<file path="config.mk">
export PLATFORM = sky130hd
export DESIGN_NAME = thermal_palette_bmp_encoder_top_flat
export DESIGN_NICKNAME = d
export VERILOG_FILES = /design/src/hdl/tpbe_pkg.sv /design/src/hdl/tpbe_ifs.sv /design/src/hdl/thermal_palette_bmp_encoder_top.sv /design/src/hdl/tpbe_div.sv /design/src/flat_wrapper.sv
export SDC_FILE = /design/constraint.sdc
export NUM_CORES = 2
export LEC_CHECK = 0
export BUFFER_PORTS_ARGS = -buffer_cell sky130_fd_sc_hd__buf_2
export CAP_MARGIN = 20
export CORE_AREA = 2 2 581 583
export DETAILED_ROUTE_END_ITERATION = 7
export DIE_AREA = 0 0 583 585
export PLACE_DENSITY = 0.67
export REMOVE_ABC_BUFFERS = 1
export SLEW_MARGIN = 20
export SYNTH_ARGS = -nofsm -noshare
export SYNTH_HDL_FRONTEND = slang
export SYNTH_MEMORY_MAX_BITS = 65536
export SYNTH_SLANG_ARGS = --single-unit
</file>
<file path="constraint.sdc">
create_clock -name i_clk -period 8.65 [get_ports i_clk]
set_clock_uncertainty 0.05 [all_clocks]
set_input_delay 1.73 -clock i_clk [delete_from_list [all_inputs] [get_ports i_clk]]
set_output_delay 1.73 -clock i_clk [all_outputs]
set_load 0.1 [all_outputs]
</file>
<file path="src/hdl/tpbe_pkg.sv">
// ============================================================================
// tpbe_pkg
// Shared types, widths, codes and header table for the thermal BMP encoder.
// ============================================================================
`default_nettype none

package tpbe_pkg;

    // Image geometry
    localparam int IMAGE_WIDTH  = 96;
    localparam int IMAGE_HEIGHT = 72;

    // Field widths
    localparam int KIND_W  = 2;
    localparam int PIDX_W  = 8;
    localparam int COLOR_W = 16;
    localparam int TEMP_W  = 11;
    localparam int BYTE_W  = 8;
    localparam int CIDX_W  = 1;

    // Internal arithmetic widths
    localparam int DIFF_W = 13;   // temperature minus low limit, and span
    localparam int NUM_W  = 21;   // signed numerator, diff * 255
    localparam int DNUM_W = 19;   // non-negative numerator fed to the divider
    localparam int DEN_W  = 12;   // positive span fed to the divider
    localparam int COL_W  = (IMAGE_WIDTH > 1) ? $clog2(IMAGE_WIDTH) : 1;
    localparam int HCNT_W = 6;
    localparam int PAD_W  = 2;

    // Item kinds
    localparam logic [KIND_W-1:0] KIND_PALETTE = 2'd0;
    localparam logic [KIND_W-1:0] KIND_HEADER  = 2'd1;
    localparam logic [KIND_W-1:0] KIND_PIXEL   = 2'd2;

    // Configuration register indexes
    localparam logic [CIDX_W-1:0] CFG_MIN_TEMP = 1'b0;
    localparam logic [CIDX_W-1:0] CFG_MAX_TEMP = 1'b1;

    // Configuration reset values
    localparam logic signed [TEMP_W-1:0] MIN_TEMP_RST = 11'sd20;
    localparam logic signed [TEMP_W-1:0] MAX_TEMP_RST = 11'sd35;

    // Temperature widening margin
    localparam logic signed [DIFF_W-1:0] MARGIN     = 13'sd5;
    localparam logic signed [DIFF_W-1:0] MARGIN_TWO = 13'sd10;

    // RGB565 to RGB888 expansion
    localparam int C5_MUL = 527;
    localparam int C5_ADD = 23;
    localparam int C6_MUL = 259;
    localparam int C6_ADD = 33;

    // BMP layout
    localparam int HDR_BYTES  = 54;
    localparam int INFO_BYTES = 40;
    localparam int BPP        = 24;
    localparam int ROW_BYTES  = IMAGE_WIDTH * 3;
    localparam int ROW_PAD    = (4 - (ROW_BYTES % 4)) % 4;
    localparam int IMG_BYTES  = (ROW_BYTES + ROW_PAD) * IMAGE_HEIGHT;
    localparam int FILE_BYTES = IMG_BYTES + HDR_BYTES;

    localparam logic [31:0] FILE_BYTES_32 = 32'(FILE_BYTES);
    localparam logic [31:0] IMG_BYTES_32  = 32'(IMG_BYTES);
    localparam logic [31:0] HDR_BYTES_32  = 32'(HDR_BYTES);
    localparam logic [31:0] INFO_BYTES_32 = 32'(INFO_BYTES);
    localparam logic [31:0] WIDTH_32      = 32'(IMAGE_WIDTH);
    localparam logic [31:0] HEIGHT_32     = 32'(IMAGE_HEIGHT);
    localparam logic [31:0] BPP_32        = 32'(BPP);

    localparam logic [HCNT_W-1:0] HDR_LAST = HCNT_W'(HDR_BYTES - 1);
    localparam logic [COL_W-1:0]  COL_LAST = COL_W'(IMAGE_WIDTH - 1);
    localparam logic [PAD_W-1:0]  PAD_INIT = PAD_W'((ROW_PAD > 0) ? ROW_PAD - 1 : 0);

    // Divider request and response
    typedef struct packed {
        logic              valid;
        logic [DNUM_W-1:0] num;
        logic [DEN_W-1:0]  den;
    } t_div_req;

    typedef struct packed {
        logic        valid;
        logic [7:0]  quo;
    } t_div_rsp;

    // BMP file and info header, one byte per position
    function automatic logic [BYTE_W-1:0] hdr_byte(input logic [HCNT_W-1:0] pos);
        logic [BYTE_W-1:0] b;
        b = '0;
        case (pos)
            6'd0:  b = 8'h42;
            6'd1:  b = 8'h4D;
            6'd2:  b = FILE_BYTES_32[7:0];
            6'd3:  b = FILE_BYTES_32[15:8];
            6'd4:  b = FILE_BYTES_32[23:16];
            6'd5:  b = FILE_BYTES_32[31:24];
            6'd10: b = HDR_BYTES_32[7:0];
            6'd11: b = HDR_BYTES_32[15:8];
            6'd14: b = INFO_BYTES_32[7:0];
            6'd15: b = INFO_BYTES_32[15:8];
            6'd18: b = WIDTH_32[7:0];
            6'd19: b = WIDTH_32[15:8];
            6'd20: b = WIDTH_32[23:16];
            6'd21: b = WIDTH_32[31:24];
            6'd22: b = HEIGHT_32[7:0];
            6'd23: b = HEIGHT_32[15:8];
            6'd24: b = HEIGHT_32[23:16];
            6'd25: b = HEIGHT_32[31:24];
            6'd26: b = 8'h01;
            6'd28: b = BPP_32[7:0];
            6'd34: b = IMG_BYTES_32[7:0];
            6'd35: b = IMG_BYTES_32[15:8];
            6'd36: b = IMG_BYTES_32[23:16];
            6'd37: b = IMG_BYTES_32[31:24];
            default: b = '0;
        endcase
        return b;
    endfunction

endpackage

`default_nettype wire

</file>
<file path="src/hdl/tpbe_ifs.sv">
// ============================================================================
// tpbe channel interfaces
// Valid/ready channels for input items, output bytes and register writes.
// ============================================================================
`default_nettype none

interface tpbe_in_if import tpbe_pkg::*; ();
    logic                        valid;
    logic                        ready;
    logic [KIND_W-1:0]           kind;
    logic [PIDX_W-1:0]           palette_index;
    logic [COLOR_W-1:0]          palette_color;
    logic signed [TEMP_W-1:0]    temperature;

    modport source (output valid, kind, palette_index, palette_color, temperature,
                    input ready);
    modport sink   (input valid, kind, palette_index, palette_color, temperature,
                    output ready);
endinterface

interface tpbe_out_if import tpbe_pkg::*; ();
    logic              valid;
    logic              ready;
    logic [BYTE_W-1:0] out_byte;
    logic              last_byte;

    modport source (output valid, out_byte, last_byte, input ready);
    modport sink   (input valid, out_byte, last_byte, output ready);
endinterface

interface tpbe_cfg_if import tpbe_pkg::*; ();
    logic                     valid;
    logic                     ready;
    logic [CIDX_W-1:0]        reg_index;
    logic [TEMP_W-1:0]        data;

    modport source (output valid, reg_index, data, input ready);
    modport sink   (input valid, reg_index, data, output ready);
endinterface

`default_nettype wire

</file>
<file path="src/hdl/thermal_palette_bmp_encoder_top.sv">
// Pixel word: after acceptance it passes the mapping state, the divider, the palette read
// and the blue, green and red byte states, then any row pad bytes at the end of a row; the
// divider answers without iterating on saturation and is skipped for a negative value or empty span.
// Header word: 54 output bytes. Palette write: no output. Output stalls hold the sequence.
// One item in flight; the final byte may wait in the output register while the next
// word is accepted. Synchronous active-low reset restores the limits, column, state and output valid.
// ============================================================================
// thermal_palette_bmp_encoder_top
// Maps temperatures through a 256-entry RGB565 palette RAM to a 24-bit BMP stream.
// ============================================================================
`default_nettype none

module thermal_palette_bmp_encoder_top import tpbe_pkg::*; (
    input  wire logic   i_clk,
    input  wire logic   i_rst_n,
    tpbe_cfg_if.sink    i_cfg,
    tpbe_in_if.sink     i_in,
    tpbe_out_if.source  o_out
);

    // Sequencer states
    localparam logic [3:0] ST_IDLE = 4'd0;
    localparam logic [3:0] ST_PREP = 4'd1;
    localparam logic [3:0] ST_DIV  = 4'd2;
    localparam logic [3:0] ST_READ = 4'd3;
    localparam logic [3:0] ST_EB   = 4'd4;
    localparam logic [3:0] ST_EG   = 4'd5;
    localparam logic [3:0] ST_ER   = 4'd6;
    localparam logic [3:0] ST_PAD  = 4'd7;
    localparam logic [3:0] ST_HDR  = 4'd8;

    logic [3:0]               r_state, n_state;
    logic signed [TEMP_W-1:0] r_min, r_max;
    logic signed [TEMP_W-1:0] r_temp, n_temp;
    logic [7:0]               r_idx, n_idx;
    logic [COL_W-1:0]         r_col, n_col;
    logic [HCNT_W-1:0]        r_hcnt, n_hcnt;
    logic [PAD_W-1:0]         r_pad, n_pad;
    logic                     r_ovalid, n_ovalid;
    logic [BYTE_W-1:0]        r_obyte, n_obyte;
    logic                     r_olast, n_olast;
    logic [COLOR_W-1:0]       r_rd_data;

    logic [COLOR_W-1:0]       mem_palette [256];

    logic                     w_in_acc;
    logic                     w_out_free;
    logic signed [DIFF_W-1:0] w_diff;
    logic signed [DIFF_W-1:0] w_span;
    logic signed [NUM_W-1:0]  w_num;
    logic [14:0]              w_r_ext, w_g_ext, w_b_ext;
    t_div_req                 w_req;
    t_div_rsp                 w_rsp;

    // Handshakes
    assign i_cfg.ready = 1'b1;
    assign i_in.ready  = (r_state == ST_IDLE);
    assign w_in_acc    = i_in.valid && (r_state == ST_IDLE);
    assign w_out_free  = !r_ovalid || o_out.ready;

    // Limit registers
    always_ff @(posedge i_clk) begin
        if (!i_rst_n) begin
            r_min <= MIN_TEMP_RST;
            r_max <= MAX_TEMP_RST;
        end else if (i_cfg.valid) begin
            case (i_cfg.reg_index)
                CFG_MIN_TEMP: r_min <= i_cfg.data;
                CFG_MAX_TEMP: r_max <= i_cfg.data;
                default: ;
            endcase
        end
    end

    // Palette RAM: write on palette words, registered read before emission
    always_ff @(posedge i_clk) begin
        if (w_in_acc && (i_in.kind == KIND_PALETTE)) begin
            mem_palette[i_in.palette_index] <= i_in.palette_color;
        end
        if (r_state == ST_READ) begin
            r_rd_data <= mem_palette[r_idx];
        end
    end

    // Linear map numerator (t - lo) * 255 and span hi - lo
    assign w_diff = DIFF_W'(r_temp) - DIFF_W'(r_min) + MARGIN;
    assign w_span = DIFF_W'(r_max) - DIFF_W'(r_min) + MARGIN_TWO;
    assign w_num  = (NUM_W'(w_diff) <<< 8) - NUM_W'(w_diff);

    assign w_req.valid = (r_state == ST_PREP) && (w_span > 0) && !w_num[NUM_W-1];
    assign w_req.num   = w_num[DNUM_W-1:0];
    assign w_req.den   = w_span[DEN_W-1:0];

    tpbe_div u_div (
        .i_clk   (i_clk),
        .i_rst_n (i_rst_n),
        .i_req   (w_req),
        .o_rsp   (w_rsp)
    );

    // Expand RGB565 entry to 8-bit channels
    assign w_r_ext = 15'(r_rd_data[15:11]) * 15'(C5_MUL) + 15'(C5_ADD);
    assign w_g_ext = 15'(r_rd_data[10:5])  * 15'(C6_MUL) + 15'(C6_ADD);
    assign w_b_ext = 15'(r_rd_data[4:0])   * 15'(C5_MUL) + 15'(C5_ADD);

    // Sequencer and output register
    always_comb begin
        n_state  = r_state;
        n_temp   = r_temp;
        n_idx    = r_idx;
        n_col    = r_col;
        n_hcnt   = r_hcnt;
        n_pad    = r_pad;
        n_obyte  = r_obyte;
        n_olast  = r_olast;
        n_ovalid = r_ovalid && !o_out.ready;
        case (r_state)
            ST_IDLE: begin
                if (w_in_acc) begin
                    n_temp = i_in.temperature;
                    case (i_in.kind)
                        KIND_HEADER: begin
                            n_state = ST_HDR;
                            n_hcnt  = '0;
                            n_col   = '0;
                        end
                        KIND_PIXEL: n_state = ST_PREP;
                        default: ;
                    endcase
                end
            end
            ST_PREP: begin
                if (w_req.valid) begin
                    n_state = ST_DIV;
                end else begin
                    n_idx   = '0;
                    n_state = ST_READ;
                end
            end
            ST_DIV: begin
                if (w_rsp.valid) begin
                    n_idx   = w_rsp.quo;
                    n_state = ST_READ;
                end
            end
            ST_READ: n_state = ST_EB;
            ST_EB: begin
                if (w_out_free) begin
                    n_ovalid = 1'b1;
                    n_obyte  = w_b_ext[13:6];
                    n_olast  = 1'b0;
                    n_state  = ST_EG;
                end
            end
            ST_EG: begin
                if (w_out_free) begin
                    n_ovalid = 1'b1;
                    n_obyte  = w_g_ext[13:6];
                    n_olast  = 1'b0;
                    n_state  = ST_ER;
                end
            end
            ST_ER: begin
                if (w_out_free) begin
                    n_ovalid = 1'b1;
                    n_obyte  = w_r_ext[13:6];
                    n_olast  = 1'b1;
                    n_state  = ST_IDLE;
                    if (r_col == COL_LAST) begin
                        n_col = '0;
                        if (ROW_PAD != 0) begin
                            n_olast = 1'b0;
                            n_pad   = PAD_INIT;
                            n_state = ST_PAD;
                        end
                    end else begin
                        n_col = r_col + COL_W'(1);
                    end
                end
            end
            ST_PAD: begin
                if (w_out_free) begin
                    n_ovalid = 1'b1;
                    n_obyte  = '0;
                    n_olast  = (r_pad == '0);
                    n_pad    = r_pad - PAD_W'(1);
                    if (r_pad == '0) begin
                        n_state = ST_IDLE;
                    end
                end
            end
            ST_HDR: begin
                if (w_out_free) begin
                    n_ovalid = 1'b1;
                    n_obyte  = hdr_byte(r_hcnt);
                    n_olast  = (r_hcnt == HDR_LAST);
                    n_hcnt   = r_hcnt + HCNT_W'(1);
                    if (r_hcnt == HDR_LAST) begin
                        n_state = ST_IDLE;
                    end
                end
            end
            default: n_state = ST_IDLE;
        endcase
    end

    always_ff @(posedge i_clk) begin
        if (!i_rst_n) begin
            r_state  <= ST_IDLE;
            r_col    <= '0;
            r_ovalid <= 1'b0;
        end else begin
            r_state  <= n_state;
            r_col    <= n_col;
            r_ovalid <= n_ovalid;
        end
        r_temp  <= n_temp;
        r_idx   <= n_idx;
        r_hcnt  <= n_hcnt;
        r_pad   <= n_pad;
        r_obyte <= n_obyte;
        r_olast <= n_olast;
    end

    assign o_out.valid     = r_ovalid;
    assign o_out.out_byte  = r_obyte;
    assign o_out.last_byte = r_olast;

endmodule

`default_nettype wire

</file>
<file path="src/hdl/tpbe_div.sv">
// ============================================================================
// tpbe_div
// Restoring divider for the palette index: one quotient bit per cycle,
// quotient saturated to 255 by a single up-front compare.
// ============================================================================
`default_nettype none

module tpbe_div import tpbe_pkg::*; (
    input  wire logic     i_clk,
    input  wire logic     i_rst_n,
    input  wire t_div_req i_req,
    output t_div_rsp      o_rsp
);

    logic              r_busy, n_busy;
    logic              r_done, n_done;
    logic [2:0]        r_step, n_step;
    logic [DNUM_W-1:0] r_rem,  n_rem;
    logic [DNUM_W-1:0] r_dsh,  n_dsh;
    logic [7:0]        r_quo,  n_quo;

    logic [DNUM_W:0]   w_trial;
    logic              w_sat;

    // Saturate when the quotient would reach 256 or more
    assign w_sat   = {1'b0, i_req.num} >= {i_req.den, 8'b0};
    assign w_trial = {1'b0, r_rem} - {1'b0, r_dsh};

    // Load, then subtract one shifted divisor per cycle
    always_comb begin
        n_busy = r_busy;
        n_done = 1'b0;
        n_step = r_step;
        n_rem  = r_rem;
        n_dsh  = r_dsh;
        n_quo  = r_quo;
        if (i_req.valid) begin
            if (w_sat) begin
                n_quo  = 8'hFF;
                n_done = 1'b1;
            end else begin
                n_busy = 1'b1;
                n_step = 3'd7;
                n_rem  = i_req.num;
                n_dsh  = {i_req.den, 7'b0};
                n_quo  = '0;
            end
        end else if (r_busy) begin
            if (!w_trial[DNUM_W]) begin
                n_rem = w_trial[DNUM_W-1:0];
                n_quo = {r_quo[6:0], 1'b1};
            end else begin
                n_quo = {r_quo[6:0], 1'b0};
            end
            n_dsh  = r_dsh >> 1;
            n_step = r_step - 3'd1;
            if (r_step == 3'd0) begin
                n_busy = 1'b0;
                n_done = 1'b1;
            end
        end
    end

    always_ff @(posedge i_clk) begin
        if (!i_rst_n) begin
            r_busy <= 1'b0;
            r_done <= 1'b0;
        end else begin
            r_busy <= n_busy;
            r_done <= n_done;
        end
        r_step <= n_step;
        r_rem  <= n_rem;
        r_dsh  <= n_dsh;
        r_quo  <= n_quo;
    end

    assign o_rsp.valid = r_done;
    assign o_rsp.quo   = r_quo;

endmodule

`default_nettype wire
</file>
<file path="src/flat_wrapper.sv">
// flat-port wrapper written by rule: the top's interface ports become plain ports
module thermal_palette_bmp_encoder_top_flat import tpbe_pkg::*;
  (i_clk, i_rst_n, i_cfg_valid, i_cfg_reg_index, i_cfg_data, i_cfg_ready, i_in_valid, i_in_kind, i_in_palette_index, i_in_palette_color, i_in_temperature, i_in_ready, o_out_valid, o_out_out_byte, o_out_last_byte, o_out_ready);
  tpbe_cfg_if i_cfg_i ();
  tpbe_in_if i_in_i ();
  tpbe_out_if o_out_i ();
  input  wire logic i_clk;
  input  wire logic i_rst_n;
  input wire logic [$bits(i_cfg_i.valid)-1:0] i_cfg_valid;
  input wire logic [$bits(i_cfg_i.reg_index)-1:0] i_cfg_reg_index;
  input wire logic [$bits(i_cfg_i.data)-1:0] i_cfg_data;
  output wire logic [$bits(i_cfg_i.ready)-1:0] i_cfg_ready;
  input wire logic [$bits(i_in_i.valid)-1:0] i_in_valid;
  input wire logic [$bits(i_in_i.kind)-1:0] i_in_kind;
  input wire logic [$bits(i_in_i.palette_index)-1:0] i_in_palette_index;
  input wire logic [$bits(i_in_i.palette_color)-1:0] i_in_palette_color;
  input wire logic [$bits(i_in_i.temperature)-1:0] i_in_temperature;
  output wire logic [$bits(i_in_i.ready)-1:0] i_in_ready;
  output wire logic [$bits(o_out_i.valid)-1:0] o_out_valid;
  output wire logic [$bits(o_out_i.out_byte)-1:0] o_out_out_byte;
  output wire logic [$bits(o_out_i.last_byte)-1:0] o_out_last_byte;
  input wire logic [$bits(o_out_i.ready)-1:0] o_out_ready;
  assign i_cfg_i.valid = i_cfg_valid;
  assign i_cfg_i.reg_index = i_cfg_reg_index;
  assign i_cfg_i.data = i_cfg_data;
  assign i_cfg_ready = i_cfg_i.ready;
  assign i_in_i.valid = i_in_valid;
  assign i_in_i.kind = i_in_kind;
  assign i_in_i.palette_index = i_in_palette_index;
  assign i_in_i.palette_color = i_in_palette_color;
  assign i_in_i.temperature = i_in_temperature;
  assign i_in_ready = i_in_i.ready;
  assign o_out_valid = o_out_i.valid;
  assign o_out_out_byte = o_out_i.out_byte;
  assign o_out_last_byte = o_out_i.last_byte;
  assign o_out_i.ready = o_out_ready;
  thermal_palette_bmp_encoder_top u_core (.i_clk(i_clk), .i_rst_n(i_rst_n), .i_cfg(i_cfg_i), .i_in(i_in_i), .o_out(o_out_i));
endmodule
</file>
==> summary.md <==
| Metric | Value |
|---|---|
| Status | complete, no violations |
| Leakage | 59.2 nW |
| Slew at the pin closest to its max-slew limit | about 1.2 ns |
| I/O pin count | 66 |
| Number of enable-type register cells in the synthesized netlist | approximately 4200 |
| Largest buffer count on any clock path | 4 |
| Insertion delay to the later sink of the worst-skew pair | 0.96 ns |
| Final cycle utilization of the critical path | roughly four fifths |
| Area of the die | 0.341 mm² |
| Endpoints failing hold | 0 |
| Fraction of final layout cells with drive strength greater than 1 | 29.9% |
| Post-synth top area share | 75.6% |
| Post-synth top cells | 4197 x sky130_fd_sc_hd__edfxtp_1, 1360 x sky130_fd_sc_hd__mux4_2, 329 x sky130_fd_sc_hd__nor2_1 |
| Detailed-route via count | between 70000 and 80000 |
| Total Routing Usage GR | 22.9% |
| Final core utilization | between 50% and 60% |
| Clock-pin slew on the worst setup and hold paths | ~0.060 ns |
| Sequential share of the synthesized area | between 70 and 80% |
| Number of slew-limit violations in the final report | 0 |
| Final Setup Violations | 0 |
| Endpoint type of the worst setup path | flop |
| Vert. Die Dim | between 500 and 600 µm |
| Power density over the cells | about 260 mW/mm² |
| Area growth from synthesis to final layout | 12.8% |
| Main synth FF type | sky130_fd_sc_hd__edfxtp_1 |
| Highest ir drop seen on vdd | 0.171 mV |
| Cell internal pwr | ~36 mW |
| Wire length per cell after detailed routing | ~31 µm |
| Largest area contributor in the netlist | sky130_fd_sc_hd__edfxtp_1 |
| Worst max-slew margin expressed relative to the limit | a little over a fifth |
| Core Rows | between 200 and 250 |
| Global-route wire length before repair | about 570 mm |
| Synthesized area per cell | between 20 and 25 µm² |
| Critical Setup Path Class | flop to flop |
| Data arrival time of the worst path | about 7.3 ns |
| Synth warn | 0 |
| Remaining antenna violation count | 0 |
| Flop pwr share | a little under half |
| Clock network fraction of design power | between 30% and 40% |
| Maximum number of pins on one net before global-route repair | about 190 |
| Total CTS buffers | ~420 |
| Top post-synthesis cells by area | sky130_fd_sc_hd__edfxtp_1 76%, sky130_fd_sc_hd__mux4_2 18%, sky130_fd_sc_hd__ha_1 1.1%, sky130_fd_sc_hd__nor2_1 0.74%, sky130_fd_sc_hd__clkbuf_1 0.50% |
| Number of distinct library cells after synthesis | 71 |
| Clock sink count | between 4000 and 5000 |
| Critical path startpoint category | flop |
| Vias in the first global route | about 78000 |
| Number of design-rule violations left by the first detailed-router iteration | between 9000 and 10000 |
| Final weighted congestion of routability-driven global placement | 0.840 |
| Design Power | between 40 and 50 mW |
| Post-synth ARST share | 0% |
| Placeable core region | 0.335 mm² |
| Hold Slack | 0.421 ns |
| Number of cells produced by synthesis | 7202 |
| Maximum achievable frequency | 148 MHz |
| Final WL | approximately 390 mm |
| Number of antenna violations at the first check in global routing | 19 |
| Fraction of power spent switching nets | around a quarter |
| Gate power share | between 10 and 15% |
| Floorplan die width | 583 µm |
| Routed vias/inst | between 6 and 7 |
| FF+latch count, synth | 4233 |
| Total of buffers placed on input and output ports | 64 |
| Post-layout minimum cycle time | between 6 and 7 ns |
| RSZ-0062 raised after global routing | no |
| Total negative setup slack | 0 ns |
| Total iterations of the first detailed-routing run | 5 |
| Worst min-delay path class | flop to flop |
| Required time of the worst setup path | 9.18 ns |
| Count of hold buffers inserted by post-cts repair | 0 |
| DRC Markers | 0 |
| TritonCTS clock tree | built |
| Reported net switching power | about 12 mW |
| Number of levels the H-tree was split into | 5 |
| Effective utilization at floorplan | about half |
| CTS resizes | 0 |
| Instance count after placement with tap cells included | 11700 |
| Post-route non-filler standard cell count | approximately 12000 |
| Clock tree root driver cell | sky130_fd_sc_hd__clkbuf_16 |
| Number of max-cap violations | 0 |
| Largest fanout on the critical path | 22 |
| Most frequent cell after synthesis | sky130_fd_sc_hd__edfxtp_1 |
| Postcts setup bufs | 0 |
| Netlist area before placement | approximately 0.17 mm² |
| Placed wire-length estimate | 229 mm |
| Overflow after GRT | 0 |
| Number of nets in the layout | ~7900 |
[kinds of logic after synthesis]
logic type      Yosys count  synth area share [%]
compound gates          257                  1.04
fa+ha+maj               171                  1.37
xor+xnor                 64                 0.336
mux                    1371                  18.4
flops                  4233                  76.0
simple gates            616                  1.60
other cells               1               0.00225
buf+inv                 489                  1.18
[layout make-up]
cell class	count	area (µm²)
clock buffer	520	11200
tap	4407	5510
timing repair buffer	417	3500
sequential	4233	127000
clock inverter	261	2460
inverter	128	480
fill	24000	147000
multi-input combinational	2480	38100
antenna	11	27.5
[through the flow]
step                setup slack (ns)  instance area [µm²]
floorplan                     -33.05               165000
global placement                1.53               174000
detailed placement              1.49               174000
CTS                             1.44               188000
global route                    1.28               188000
finish                          1.87               188000
[layer usage]
metal	GRT usage (%)	vias to the layer above	part of all wire [%]
met5	0	-	0.012
met4	6.31	6	2.8
met3	3.79	530	8.4
met2	36.1	3545	48
met1	33.7	42100	41
li1	-	31600	-
[worst max-delay path, cell delays in order (launching register included)]
cell	delay [ns]
sky130_fd_sc_hd__dfxtp_1	0.37
sky130_fd_sc_hd__inv_1	0.06
sky130_fd_sc_hd__ha_1	0.27
sky130_fd_sc_hd__ha_1	0.35
sky130_fd_sc_hd__o21a_1	0.16
sky130_fd_sc_hd__a211o_1	0.17
sky130_fd_sc_hd__a21oi_1	0.08
sky130_fd_sc_hd__o21ba_2	0.21
sky130_fd_sc_hd__nor2b_1	0.11
sky130_fd_sc_hd__o21a_1	0.13
sky130_fd_sc_hd__o21ai_0	0.08
sky130_fd_sc_hd__a32oi_1	0.65
sky130_fd_sc_hd__ha_1	0.40
sky130_fd_sc_hd__o21ai_0	0.42
sky130_fd_sc_hd__o21ai_0	0.26
sky130_fd_sc_hd__a21oi_1	0.21
sky130_fd_sc_hd__mux2i_1	0.09
sky130_fd_sc_hd__a221oi_1	0.44
sky130_fd_sc_hd__ha_1	0.34
sky130_fd_sc_hd__nand3_1	0.10
sky130_fd_sc_hd__nor2_1	0.06
sky130_fd_sc_hd__nand3_1	0.09
sky130_fd_sc_hd__a221oi_1	0.06
sky130_fd_sc_hd__o21ai_0	0.36
sky130_fd_sc_hd__nor2_1	0.27
sky130_fd_sc_hd__nor2b_4	0.61
[power groups by stage]
stage | Clock (mW) | Combinational [mW] | Sequential, mW
5_1_grt | 19.1 | 7.55 | 22.8
6_report | 18.1 | 7.11 | 22.8
2_1_floorplan | 0 | 8.07 | 23.9
3_5_place_dp | 0 | 7.12 | 23.3
4_1_cts | 18.4 | 7.15 | 22.8
3_3_place_gp | 0 | 7.05 | 23.3
[cells in the final DEF (no fill, tap or decap), types with 20 or more instances in the layout]
| cell | synthesis | routed |
|---|---|---|
| sky130_fd_sc_hd__buf_4 | 13 | 318 |
| sky130_fd_sc_hd__clkinv_1 | 0 | 106 |
| sky130_fd_sc_hd__clkbuf_16 | 0 | 435 |
| sky130_fd_sc_hd__nor2_1 | 329 | 326 |
| sky130_fd_sc_hd__nor2b_1 | 21 | 20 |
| sky130_fd_sc_hd__buf_2 | 57 | 48 |
| sky130_fd_sc_hd__o21ai_0 | 52 | 52 |
| sky130_fd_sc_hd__inv_1 | 128 | 128 |
| sky130_fd_sc_hd__xnor2_1 | 42 | 42 |
| sky130_fd_sc_hd__edfxtp_1 | 4197 | 4197 |
| sky130_fd_sc_hd__a21boi_0 | 21 | 21 |
| sky130_fd_sc_hd__xor2_1 | 22 | 22 |
| sky130_fd_sc_hd__mux4_2 | 1360 | 1360 |
| sky130_fd_sc_hd__clkinv_2 | 0 | 77 |
| sky130_fd_sc_hd__nand3_1 | 38 | 34 |
| sky130_fd_sc_hd__a21o_1 | 26 | 26 |
| sky130_fd_sc_hd__clkbuf_1 | 222 | 85 |
| sky130_fd_sc_hd__dfxtp_1 | 36 | 36 |
| sky130_fd_sc_hd__nand2_1 | 126 | 126 |
| sky130_fd_sc_hd__bufinv_16 | 0 | 45 |
| sky130_fd_sc_hd__ha_1 | 152 | 152 |
| sky130_fd_sc_hd__a21oi_1 | 55 | 55 |
| sky130_fd_sc_hd__buf_12 | 0 | 27 |
[state kept, by name, indices dropped and copies added (netlist names), named ones only]
name	count
u_core.mem_palette	4096
u_core.r_rd_data	16
u_core.o_out.valid	1
u_core.u_div.r_quo	8
u_core.r_state	4
u_core.u_div.r_rem	19
u_core.r_hcnt	6
u_core.u_div.r_busy	1
u_core.r_max	11
u_core.o_out.last_byte	1
u_core.u_div.r_done	1
u_core.u_div.r_dsh	19
u_core.r_temp	11
u_core.o_out.out_byte	8
u_core.r_idx	8
u_core.r_min	11
u_core.u_div.r_step	3
u_core.r_pad	2
[worst paths after layout]
kind,start,end,slack (ns),depth (start not counted)
hold / removal,u_core.r_max[3],u_core.r_max[3],0.42,2
hold reg to reg,u_core.r_max[3],u_core.r_max[3],0.42,2
setup reg to reg,u_core.r_min[3],u_core.u_div.r_dsh[8],1.87,25
setup / recovery,u_core.r_min[3],u_core.u_div.r_dsh[8],1.87,25
No activity file was read; power rests on OpenSTA's default activity.
